`src/sv/gtsg_pkg.sv`:
```
// Package for the gripper trapezoid setpoint generator.
// Holds the item types, the profile constants and the divider result type.
// No dependencies; every other file imports it.
package gtsg_pkg;

	localparam int MAX_KNOTS  = 4;
	localparam int KNOT_STORE = 4;
	localparam int QUOT_W     = 29;

	localparam logic [31:0]        RAMP_TIME_US = 32'd84000;
	localparam logic signed [27:0] RAMP_DIST    = 28'sd176400;
	localparam logic signed [19:0] PEAK_SPEED   = 20'sd420000;
	localparam logic [28:0]        TRI_LIMIT    = 29'd352800;
	localparam logic [31:0]        TIME_SCALE   = 32'd5;
	localparam logic [31:0]        SPEED_SCALE  = 32'd25;
	localparam logic [31:0]        SCALE_DIV    = 32'd21;
	localparam logic [19:0]        EPS_RESET    = 20'd10;

	typedef struct packed {
		logic               operation;
		logic [31:0]        time_us;
		logic [17:0]        command_width_um;
		logic               command_valid;
		logic signed [27:0] current_position;
	} cmd_item_t;

	typedef struct packed {
		logic signed [27:0] setpoint_position;
		logic signed [19:0] setpoint_velocity;
		logic               profile_active;
	} sp_item_t;

	typedef struct packed {
		logic              done;
		logic [QUOT_W-1:0] quot;
	} div_res_t;

endpackage

```
`src/sv/gtsg_div.sv`:
```
// Shared multiply-divide unit: quot = floor(a * b / d), one quotient bit a cycle.
// Requires a * b < d * 2^29. Depends on gtsg_pkg.
module gtsg_div (
	input  logic             clk,
	input  logic             arst_n,
	input  logic             start,
	input  logic [28:0]      a,
	input  logic [31:0]      b,
	input  logic [31:0]      d,
	output gtsg_pkg::div_res_t res
);
	import gtsg_pkg::*;

	logic              ld_q;
	logic              run_q;
	logic [4:0]        cnt_q;
	logic              done_q;
	logic [60:0]       prod_q;
	logic [31:0]       d_q;
	logic [31:0]       rem_q;
	logic [28:0]       low_q;
	logic [QUOT_W-1:0] quot_q;
	logic [32:0]       rem2;
	logic              ge;

	assign rem2 = {rem_q, low_q[28]};
	assign ge   = (rem2 >= {1'b0, d_q});

	always_ff @(posedge clk or negedge arst_n) begin
		if (!arst_n) begin
			ld_q   <= 1'b0;
			run_q  <= 1'b0;
			cnt_q  <= '0;
			done_q <= 1'b0;
		end else begin
			ld_q   <= start;
			done_q <= run_q && (cnt_q == 5'd1);
			if (ld_q) begin
				run_q <= 1'b1;
				cnt_q <= 5'(QUOT_W);
			end else if (run_q) begin
				cnt_q <= cnt_q - 5'd1;
				if (cnt_q == 5'd1) begin
					run_q <= 1'b0;
				end
			end
		end
	end

	always_ff @(posedge clk) begin
		if (start) begin
			prod_q <= {32'b0, a} * {29'b0, b};
			d_q    <= d;
		end
		if (ld_q) begin
			rem_q  <= prod_q[60:29];
			low_q  <= prod_q[28:0];
			quot_q <= '0;
		end else if (run_q) begin
			rem_q  <= ge ? 32'(rem2 - {1'b0, d_q}) : rem2[31:0];
			low_q  <= {low_q[27:0], 1'b0};
			quot_q <= {quot_q[QUOT_W-2:0], ge};
		end
	end

	assign res.done = done_q;
	assign res.quot = quot_q;

endmodule

```
`src/sv/gripper_trapezoid_setpoint_generator_core.sv`:
```
// Top level of the gripper trapezoid setpoint generator.
// Instantiates gtsg_div; depends on gtsg_pkg.
//
// Each command item carries a time stamp, the measured actuator position and, for an update,
// a commanded finger width; the block answers every item with exactly one setpoint item.
// An update maps the width to an actuator target of minus five times the width and, when the
// target moves by more than target_epsilon, plans a triangular or trapezoidal profile from the
// measured position (at most 420000 um/s and 5000000 um/s^2) and stores three or four knots.
// The setpoint is then interpolated between knots at the time elapsed since the plan, held at
// the last knot after the end, and equals the measured position with zero velocity while no
// profile exists. The block works on one item at a time: cmd_stall is high from acceptance
// until the result has been placed in the output register, and a result waiting there does not
// hold off the next item. All scaling and interpolation run through one shared multiply and
// divide unit that yields one quotient bit a cycle. An item that evaluates a stored profile
// inside its span takes two passes of that unit; an item that plans a profile adds one pass
// for a trapezoid and two passes for a triangle; an item with no profile or past the end
// uses no pass of the unit.
// target_epsilon is written through the cfg channel, which is always ready and must be used
// only while the block is idle.
module gripper_trapezoid_setpoint_generator_core (
	input  logic                  clk,
	input  logic                  arst_n,
	input  logic                  cmd_valid,
	output logic                  cmd_stall,
	input  gtsg_pkg::cmd_item_t   cmd_item,
	output logic                  sp_valid,
	input  logic                  sp_stall,
	output gtsg_pkg::sp_item_t    sp_item,
	input  logic                  cfg_valid,
	output logic                  cfg_ready,
	input  logic [19:0]           cfg_data
);
	import gtsg_pkg::*;

	typedef enum logic [12:0] {
		S_IDLE = 13'b0000000000001,
		S_CMP  = 13'b0000000000010,
		S_PLAN = 13'b0000000000100,
		S_D1   = 13'b0000000001000,
		S_D2   = 13'b0000000010000,
		S_WR   = 13'b0000000100000,
		S_EVAL = 13'b0000001000000,
		S_SRCH = 13'b0000010000000,
		S_LD0  = 13'b0000100000000,
		S_PSET = 13'b0001000000000,
		S_PDIV = 13'b0010000000000,
		S_VDIV = 13'b0100000000000,
		S_OUT  = 13'b1000000000000
	} state_t;

	state_t state_q;

	// Control state.
	logic               have_q;
	logic [2:0]         kcnt_q;
	logic signed [27:0] last_target_q;
	logic [31:0]        start_q;
	logic [19:0]        eps_q;
	logic               sp_valid_q;
	logic               div_go_q;

	// Item and working registers.
	logic               op_q;
	logic [31:0]        time_q;
	logic signed [27:0] pos_q;
	logic signed [27:0] target_q;
	logic [28:0]        delta_q;
	logic               dir_q;
	logic               tri_q;
	logic [31:0]        rel_q;
	logic [28:0]        mt_q;
	logic [28:0]        tc_q;
	logic signed [19:0] peak_q;
	logic [1:0]         idx_q;
	logic [31:0]        t0_q;
	logic [31:0]        t1_q;
	logic signed [27:0] p0_q;
	logic signed [27:0] p1_q;
	logic signed [19:0] v0_q;
	logic signed [19:0] v1_q;
	logic [31:0]        e_q;
	logic [31:0]        dt_q;
	logic               pneg_q;
	logic               vneg_q;
	logic [20:0]        vmag_q;
	logic signed [27:0] res_pos_q;
	logic signed [19:0] res_vel_q;
	logic               res_act_q;
	sp_item_t           sp_q;
	logic [28:0]        div_a_q;
	logic [31:0]        div_b_q;
	logic [31:0]        div_d_q;

	// Knot store.
	logic signed [27:0] kpos_q  [KNOT_STORE];
	logic signed [19:0] kvel_q  [KNOT_STORE];
	logic [31:0]        ktime_q [KNOT_STORE];

	div_res_t div_res;

	logic [20:0]        w5;
	logic signed [28:0] tdiff;
	logic [28:0]        tdiff_mag;
	logic               plan;
	logic signed [28:0] pdiff;
	logic               tri_c;
	logic [1:0]         last_idx;
	logic [1:0]         rd_idx;
	logic signed [27:0] rd_pos;
	logic signed [19:0] rd_vel;
	logic [31:0]        rd_time;
	logic signed [28:0] dp;
	logic signed [20:0] dv;
	logic [27:0]        half;
	logic signed [19:0] vpeak;
	logic signed [27:0] ramp_off;
	logic signed [19:0] cruise_v;

	gtsg_div u_div (
		.clk    (clk),
		.arst_n (arst_n),
		.start  (div_go_q),
		.a      (div_a_q),
		.b      (div_b_q),
		.d      (div_d_q),
		.res    (div_res)
	);

	assign w5 = {1'b0, cmd_item.command_width_um, 2'b0} + {3'b0, cmd_item.command_width_um};

	// Epsilon test against the last target, and the move length from the measured position.
	assign tdiff     = {target_q[27], target_q} - {last_target_q[27], last_target_q};
	assign tdiff_mag = tdiff[28] ? 29'(-tdiff) : 29'(tdiff);
	assign plan      = op_q && (tdiff_mag > {9'b0, eps_q});
	assign pdiff     = {target_q[27], target_q} - {pos_q[27], pos_q};
	assign tri_c     = (delta_q < TRI_LIMIT);

	// One knot read port; its address follows the sequencer.
	assign last_idx = 2'(kcnt_q - 3'd1);
	always_comb begin
		case (state_q)
			S_EVAL:  rd_idx = last_idx;
			S_SRCH:  rd_idx = 2'(idx_q + 2'd1);
			default: rd_idx = idx_q;
		endcase
	end
	assign rd_pos  = kpos_q[rd_idx];
	assign rd_vel  = kvel_q[rd_idx];
	assign rd_time = ktime_q[rd_idx];

	assign dp       = {p1_q[27], p1_q} - {p0_q[27], p0_q};
	assign dv       = {v1_q[19], v1_q} - {v0_q[19], v0_q};
	assign half     = delta_q[28:1];
	assign vpeak    = dir_q ? peak_q : -peak_q;
	assign ramp_off = dir_q ? RAMP_DIST : -RAMP_DIST;
	assign cruise_v = dir_q ? PEAK_SPEED : -PEAK_SPEED;

	always_ff @(posedge clk or negedge arst_n) begin
		if (!arst_n) begin
			state_q       <= S_IDLE;
			have_q        <= 1'b0;
			kcnt_q        <= '0;
			last_target_q <= '0;
			start_q       <= '0;
			eps_q         <= EPS_RESET;
			sp_valid_q    <= 1'b0;
			div_go_q      <= 1'b0;
		end else begin
			// The divider starts one pass per request, for the plan and for each interpolation.
			div_go_q <= (state_q == S_PLAN) || (state_q == S_PSET) ||
			            (state_q == S_D1 && div_res.done && tri_q && div_res.quot != '0) ||
			            (state_q == S_PDIV && div_res.done);
			if (cfg_valid) begin
				eps_q <= cfg_data;
			end
			if (state_q == S_OUT && (!sp_valid_q || !sp_stall)) begin
				sp_valid_q <= 1'b1;
			end else if (sp_valid_q && !sp_stall) begin
				sp_valid_q <= 1'b0;
			end
			case (state_q)
				S_IDLE: begin
					if (cmd_valid) begin
						state_q <= S_CMP;
					end
				end
				S_CMP: begin
					if (plan) begin
						last_target_q <= target_q;
						start_q       <= time_q;
						state_q       <= S_PLAN;
					end else begin
						state_q <= S_EVAL;
					end
				end
				S_PLAN: begin
					state_q <= S_D1;
				end
				S_D1: begin
					if (div_res.done) begin
						if (!tri_q) begin
							state_q <= S_WR;
						end else if (div_res.quot == '0) begin
							// Move too short for a nonzero ramp time: drop any stored profile.
							have_q  <= 1'b0;
							kcnt_q  <= '0;
							state_q <= S_EVAL;
						end else begin
							state_q <= S_D2;
						end
					end
				end
				S_D2: begin
					if (div_res.done) begin
						state_q <= S_WR;
					end
				end
				S_WR: begin
					have_q  <= 1'b1;
					kcnt_q  <= (tri_q || MAX_KNOTS < 4) ? 3'd3 : 3'd4;
					state_q <= S_EVAL;
				end
				S_EVAL: begin
					if (!have_q || rel_q >= rd_time) begin
						state_q <= S_OUT;
					end else begin
						state_q <= S_SRCH;
					end
				end
				S_SRCH: begin
					if (rel_q < rd_time) begin
						state_q <= S_LD0;
					end
				end
				S_LD0: begin
					state_q <= S_PSET;
				end
				S_PSET: begin
					state_q <= S_PDIV;
				end
				S_PDIV: begin
					if (div_res.done) begin
						state_q <= S_VDIV;
					end
				end
				S_VDIV: begin
					if (div_res.done) begin
						state_q <= S_OUT;
					end
				end
				S_OUT: begin
					if (!sp_valid_q || !sp_stall) begin
						state_q <= S_IDLE;
					end
				end
				default: begin
					state_q <= S_IDLE;
				end
			endcase
		end
	end

	always_ff @(posedge clk) begin
		case (state_q)
			S_IDLE: begin
				if (cmd_valid) begin
					op_q     <= cmd_item.operation;
					time_q   <= cmd_item.time_us;
					pos_q    <= cmd_item.current_position;
					target_q <= cmd_item.command_valid ? -$signed({7'b0, w5}) : '0;
				end
			end
			S_CMP: begin
				delta_q <= pdiff[28] ? 29'(-pdiff) : 29'(pdiff);
				dir_q   <= !pdiff[28] && (pdiff != '0);
				// A new plan starts its clock at this item's time stamp.
				rel_q   <= plan ? '0 : time_q - start_q;
			end
			S_PLAN: begin
				tri_q   <= tri_c;
				div_a_q <= tri_c ? delta_q : delta_q - TRI_LIMIT;
				div_b_q <= TIME_SCALE;
				div_d_q <= SCALE_DIV;
			end
			S_D1: begin
				if (div_res.done) begin
					mt_q    <= div_res.quot;
					tc_q    <= div_res.quot;
					div_a_q <= delta_q;
					div_b_q <= SPEED_SCALE;
				end
			end
			S_D2: begin
				if (div_res.done) begin
					peak_q <= 20'(div_res.quot);
				end
			end
			S_WR: begin
				kpos_q[0]  <= pos_q;
				kvel_q[0]  <= '0;
				ktime_q[0] <= '0;
				if (tri_q) begin
					kpos_q[1]  <= dir_q ? pos_q + $signed(half) : pos_q - $signed(half);
					kvel_q[1]  <= vpeak;
					ktime_q[1] <= 32'(mt_q);
					kpos_q[2]  <= target_q;
					kvel_q[2]  <= '0;
					ktime_q[2] <= 32'({mt_q, 1'b0});
				end else begin
					kpos_q[1]  <= pos_q + ramp_off;
					kvel_q[1]  <= cruise_v;
					ktime_q[1] <= RAMP_TIME_US;
					if (MAX_KNOTS < 4) begin
						kpos_q[2]  <= target_q;
						kvel_q[2]  <= '0;
						ktime_q[2] <= 32'(tc_q) + {RAMP_TIME_US[30:0], 1'b0};
					end else begin
						kpos_q[2]  <= target_q - ramp_off;
						kvel_q[2]  <= cruise_v;
						ktime_q[2] <= 32'(tc_q) + RAMP_TIME_US;
						kpos_q[3]  <= target_q;
						kvel_q[3]  <= '0;
						ktime_q[3] <= 32'(tc_q) + {RAMP_TIME_US[30:0], 1'b0};
					end
				end
			end
			S_EVAL: begin
				idx_q <= '0;
				if (!have_q) begin
					res_pos_q <= pos_q;
					res_vel_q <= '0;
					res_act_q <= 1'b0;
				end else begin
					res_pos_q <= rd_pos;
					res_vel_q <= rd_vel;
					res_act_q <= 1'b1;
				end
			end
			S_SRCH: begin
				if (rel_q < rd_time) begin
					t1_q <= rd_time;
					p1_q <= rd_pos;
					v1_q <= rd_vel;
				end else begin
					idx_q <= 2'(idx_q + 2'd1);
				end
			end
			S_LD0: begin
				t0_q <= rd_time;
				p0_q <= rd_pos;
				v0_q <= rd_vel;
			end
			S_PSET: begin
				e_q     <= rel_q - t0_q;
				dt_q    <= t1_q - t0_q;
				pneg_q  <= dp[28];
				div_a_q <= dp[28] ? 29'(-dp) : 29'(dp);
				div_b_q <= rel_q - t0_q;
				div_d_q <= t1_q - t0_q;
				vneg_q  <= dv[20];
				vmag_q  <= dv[20] ? 21'(-dv) : 21'(dv);
			end
			S_PDIV: begin
				if (div_res.done) begin
					res_pos_q <= pneg_q ? p0_q - $signed(div_res.quot[27:0])
					                    : p0_q + $signed(div_res.quot[27:0]);
					div_a_q   <= {8'b0, vmag_q};
					div_b_q   <= e_q;
					div_d_q   <= dt_q;
				end
			end
			S_VDIV: begin
				if (div_res.done) begin
					res_vel_q <= vneg_q ? v0_q - $signed(div_res.quot[19:0])
					                    : v0_q + $signed(div_res.quot[19:0]);
					res_act_q <= 1'b1;
				end
			end
			S_OUT: begin
				if (!sp_valid_q || !sp_stall) begin
					sp_q.setpoint_position <= res_pos_q;
					sp_q.setpoint_velocity <= res_vel_q;
					sp_q.profile_active    <= res_act_q;
				end
			end
			default: begin
				idx_q <= idx_q;
			end
		endcase
	end

	assign cmd_stall = (state_q != S_IDLE);
	assign sp_valid  = sp_valid_q;
	assign sp_item   = sp_q;
	assign cfg_ready = 1'b1;

	// The sequencer holds exactly one state at all times.
	assert property (@(posedge clk) disable iff (!arst_n) $onehot(state_q))
		else $error("sequencer state is not one-hot");

	// An accepted item always moves the sequencer to the command check.
	assert property (@(posedge clk) disable iff (!arst_n)
		(cmd_valid && !cmd_stall) |=> (state_q == S_CMP))
		else $error("accepted item did not start the command check");

	// A stored profile always has at least a start and an end knot.
	assert property (@(posedge clk) disable iff (!arst_n)
		have_q |-> (kcnt_q == 3'd3 || kcnt_q == 3'd4))
		else $error("stored profile has a bad knot count");

	// The shared divider only finishes while the sequencer waits for it.
	assert property (@(posedge clk) disable iff (!arst_n)
		div_res.done |-> (state_q == S_D1 || state_q == S_D2 ||
		                  state_q == S_PDIV || state_q == S_VDIV))
		else $error("divider finished outside a wait state");

	// A result enters the output register only when that register is free or being drained.
	assert property (@(posedge clk) disable iff (!arst_n)
		(state_q == S_OUT && sp_valid_q && sp_stall) |=> (state_q == S_OUT))
		else $error("result left the sequencer while the output was held");

endmodule
```
`config.mk`:
```
export PLATFORM = sky130hd
export DESIGN_NAME = gripper_trapezoid_setpoint_generator_core
export DESIGN_NICKNAME = d
export VERILOG_FILES = /design/src/sv/gtsg_pkg.sv /design/src/sv/gtsg_div.sv /design/src/sv/gripper_trapezoid_setpoint_generator_core.sv
export SDC_FILE = /design/constraint.sdc
export NUM_CORES = 2
export LEC_CHECK = 0
export BUFFER_PORTS_ARGS = -buffer_cell sky130_fd_sc_hd__buf_2
export CORE_UTILIZATION = 30
export CTS_CLUSTER_SIZE = 14
export DETAILED_ROUTE_END_ITERATION = 8
export GPL_ROUTABILITY_DRIVEN = 0
export MAX_ROUTING_LAYER = met4
export SLEW_MARGIN = 20
export SYNTH_ARGS = -nofsm -noshare
export SYNTH_HDL_FRONTEND = slang
export SYNTH_SLANG_ARGS = --single-unit
```
`constraint.sdc`:
```
create_clock -name clk -period 10.9 [get_ports clk]
set_clock_uncertainty 0.15 [all_clocks]
set_input_delay 3.27 -clock clk [delete_from_list [all_inputs] [get_ports clk]]
set_output_delay 3.27 -clock clk [all_outputs]
set_load 0.05 [all_outputs]
```
==> results.toml <==
[synthesis]
synth_largest_area_cell = "edfxtp_1"
synth.area.top_cells = "edfxtp_1, fa_1, ha_1, inv_1, and2_1"
yosysWarnings = 0
ys_seq_elements = 1149
synth_fp_nets = 11059
syn_area_sq_um = 95900
seq_area_frac_synth_pct = 34.75
postSynthAreaPerCell_sq_um = 10.15
dominantRegCellSynth = "edfxtp_1"
syn_inst = 9444
ys_types = 91
synth_edf_count = 979
yosys.area.top_type_share_pct = 30.65
async_reset_ff_share_pct = 9.138

[timing]
hold_violations = 0
fin_crit_ps = 9499
setup_viol = 0
worstMarginPinSlew_ps = 1193
finalCritPeriodShare_pct = 87.15
slew_headroom_pct = 19.64
grt_setup_unrepaired = "no"
slew_violations = 0
fmax_ghz = 0.1053
fin_setup_tns_ps = 0

[layout]
nNetsFinal = 11103
drive_above_1_share_pct = 6.949
final_area_sq_um = 106500
fin_util_pct = 33.48
final_common_cell = "inv_1"
final_cell_mix = "inv_1, edfxtp_1, nand2_1"
synthToLayoutAreaGrowth_pct = 11.02

[global_routing]
grt_pass1_vias = 67362
grtUsageTotal_pct = 17.34
grt_use_met2_pct = 27.60
antenna_found_initial = 35
grt_max_degree = 120
use_met3_pct = 2.445
top_usage_layer = "met2"
grt_use_met1_pct = 22.83
grt_first_pass_wirelength_um = 417700
grt_overflow = 0

[job]
drv_cap = 0

[critical_path]
criticalPathCategory = "reg2reg"
ff2ff_setup_slack_ps = 1400
cp-end-kind = "flop"
critPathLaunchType = "flop"
cp_slowest_cell = "edfxtp_1"
r2r-start = "div_a_q[5]$_DFFE_PP_"
crit_top_cell = "fa_1"
ff2ff_path_depth = 28
cp_max_fo = 19
cpPeakStageDelay_ps = 830
required_ps = 11290
reg2reg_to = "u_div.prod_q[60]$_DFFE_PP_"
crit_arrival_ps = 9890

[cts]
clock_latency_ps = 850
cts_setup_buffers = 0
clock-sinks = 1149
cts_buffer_depth = 4
htreeDepth = 4
cts_repair_resize_count = 0
numCtsBuffers = 151
clk_pin_slew_ps = 60
cts_root_buf = "clkbuf_16"
hold_buffers = 0
tritoncts = "yes"

[drt]
drt_iter0_drc = 5418
ant_nets = 0
via_per_inst = 4.926
drcViolationCount = 0
wire_per_inst_um = 19.94
drt_pass1_iterations = 7
wirelength_um = 275100
num_vias = 67955

[min_path]
whs_endpoint = "sp_item[29]$_DFFE_PP_"
hp-class = "reg2reg"
hold_depth = 0
worstHoldStart = "res_pos_q[8]$_DFFE_PP_"

[floorplan]
die-area_sq_um = 321900
die_w_um = 567.4
core_sq_um = 318100
num_rows = 207
initial_utilization_pct = 30.15
io_pins = 157
fp.dieH_um = 567.4

[status]
status = "finished clean"

[placed_design]
io_buffer_count = 155
dpl_cell_area_sq_um = 101500
hpwl_um = 214700

[power]
power.density_nw_per_um2 = 92.58
peakVddDrop_uv = 98.59
p_leak_nw = 44.80
==> kinds of logic (layout without fill, tap and decap cells) <==
group | count (synthesis) | after routing | synth area share, %
AND/OR/NAND/NOR | 2644 | 2644 | 13.66
AO/OA/AOI/OAI | 1703 | 1703 | 11.31
buffers and inverters | 1648 | 1803 | 6.502
adder cells (fa/ha/maj) | 1510 | 1510 | 26.10
flip-flops | 1149 | 1149 | 34.75
XOR/XNOR | 546 | 546 | 4.986
multiplexers | 243 | 243 | 2.681
other | 1 | 17 | 0.003910
==> state kept, by name (all words and copies together), names as in the netlist, 29 cells and up <==
name / cells
kpos_q: 112
ktime_q: 89
u_div.prod_q: 61
sp_item: 49
div_b_q: 32
div_d_q: 32
dt_q: 32
e_q: 32
rel_q: 32
start_q: 32
time_q: 32
u_div.d_q: 32
u_div.rem_q: 32
t0_q: 30
t1_q: 30
delta_q: 29
div_a_q: 29
tc_q: 29
u_div.low_q: 29
u_div.quot_q: 29
==> routing by layer <==
layer | vias up | share of wire (%)
met5 | - | 0
met4 | 0 | 3.3
met3 | 440 | 6.1
met2 | 1960 | 46
met1 | 33532 | 45
li1 | 32023 | -
==> per-stage QoR <==
stage / power (W) / hold WS [ps] / setup slack (ps) / std cells
after CTS: 0.009991 / 259.6 / 1262 / 13779
after detailed placement: 0.004941 / 254.5 / 1321 / 13515
after floorplan: 0.004893 / 250.3 / 1325 / 9444
final: 0.009858 / 254.2 / 1401 / 13795
after global placement: 0.004939 / 251.4 / 1392 / 13515
after global routing: 0.01015 / 261.7 / 885.5 / 13795
==> critical path: cells and delay by family (launching register included) <==
kind,cells,cell delay [ps]
XOR/XNOR,1,80
buffers and inverters,5,550
flip-flops,1,830
adder cells (fa/ha/maj),9,4300
AND/OR/NAND/NOR,4,650
AO/OA/AOI/OAI,9,2680
==> layout make-up <==
| cell class | instances | area, sq um |
|---|---|---|
| timing repair buffer | 297 | 1869 |
| clock inverter | 69 | 730.7 |
| antenna | 16 | 40.04 |
| clock buffer | 195 | 4153 |
| fill | 32208 | 211600 |
| tap | 4180 | 5230 |
| sequential | 1149 | 33340 |
| inverter | 1242 | 4672 |
| multi-input combinational | 6647 | 56440 |
==> power by group <==
| group | total [W] | switching [W] | internal [W] | leakage, nW |
|---|---|---|---|---|
| Clock | 0.00501 | 0.00201 | 0.00300 | 2.36 |
| Combinational | 0.000127 | 0.0000717 | 0.0000549 | 31.7 |
| Sequential | 0.00472 | 0.00000164 | 0.00472 | 10.8 |
==> cells in the mapped netlist, types with 25 or more instances <==
library cell,number
dfrtp_1,102
clkbuf_1,373
nor3_1,119
nor2b_1,97
nor3b_1,25
ha_1,692
xnor2_1,350
xor2_1,196
and2_1,557
a21o_1,156
o31ai_1,40
nand2_1,903
nand4_1,43
and3_1,49
o22ai_1,29
mux2_1,56
buf_1,25
or3_1,70
mux2i_1,132
o21ai_0,390
o211ai_1,27
nor4_1,28
or2_2,36
o21a_1,118
a22o_1,65
edfxtp_1,979
nor2_1,447
fa_1,818
a21oi_1,494
o21bai_1,54
nand3_1,108
a31oi_1,47
a211oi_1,88
mux2_2,55
nand2b_1,85
dfxtp_1,65
inv_1,1240
==> worst max path at each step <==
stage | start | end | slack, ps | cells after the start
4_1_cts | div_a_q[4]$_DFFE_PP_ | u_div.prod_q[60]$_DFFE_PP_ | 1260 | 27
2_1_floorplan | state_q[1]$_DFFE_PN0P_ | idx_q[0]$_SDFFCE_PN0P_ | 1330 | 25
3_5_place_dp | div_a_q[4]$_DFFE_PP_ | u_div.prod_q[60]$_DFFE_PP_ | 1320 | 27
3_3_place_gp | div_a_q[5]$_DFFE_PP_ | u_div.prod_q[60]$_DFFE_PP_ | 1390 | 28
6_report | div_a_q[5]$_DFFE_PP_ | u_div.prod_q[60]$_DFFE_PP_ | 1400 | 28
5_1_grt | div_a_q[6]$_DFFE_PP_ | u_div.prod_q[60]$_DFFE_PP_ | 890 | 28
No activity file was read; power rests on OpenSTA's default activity.
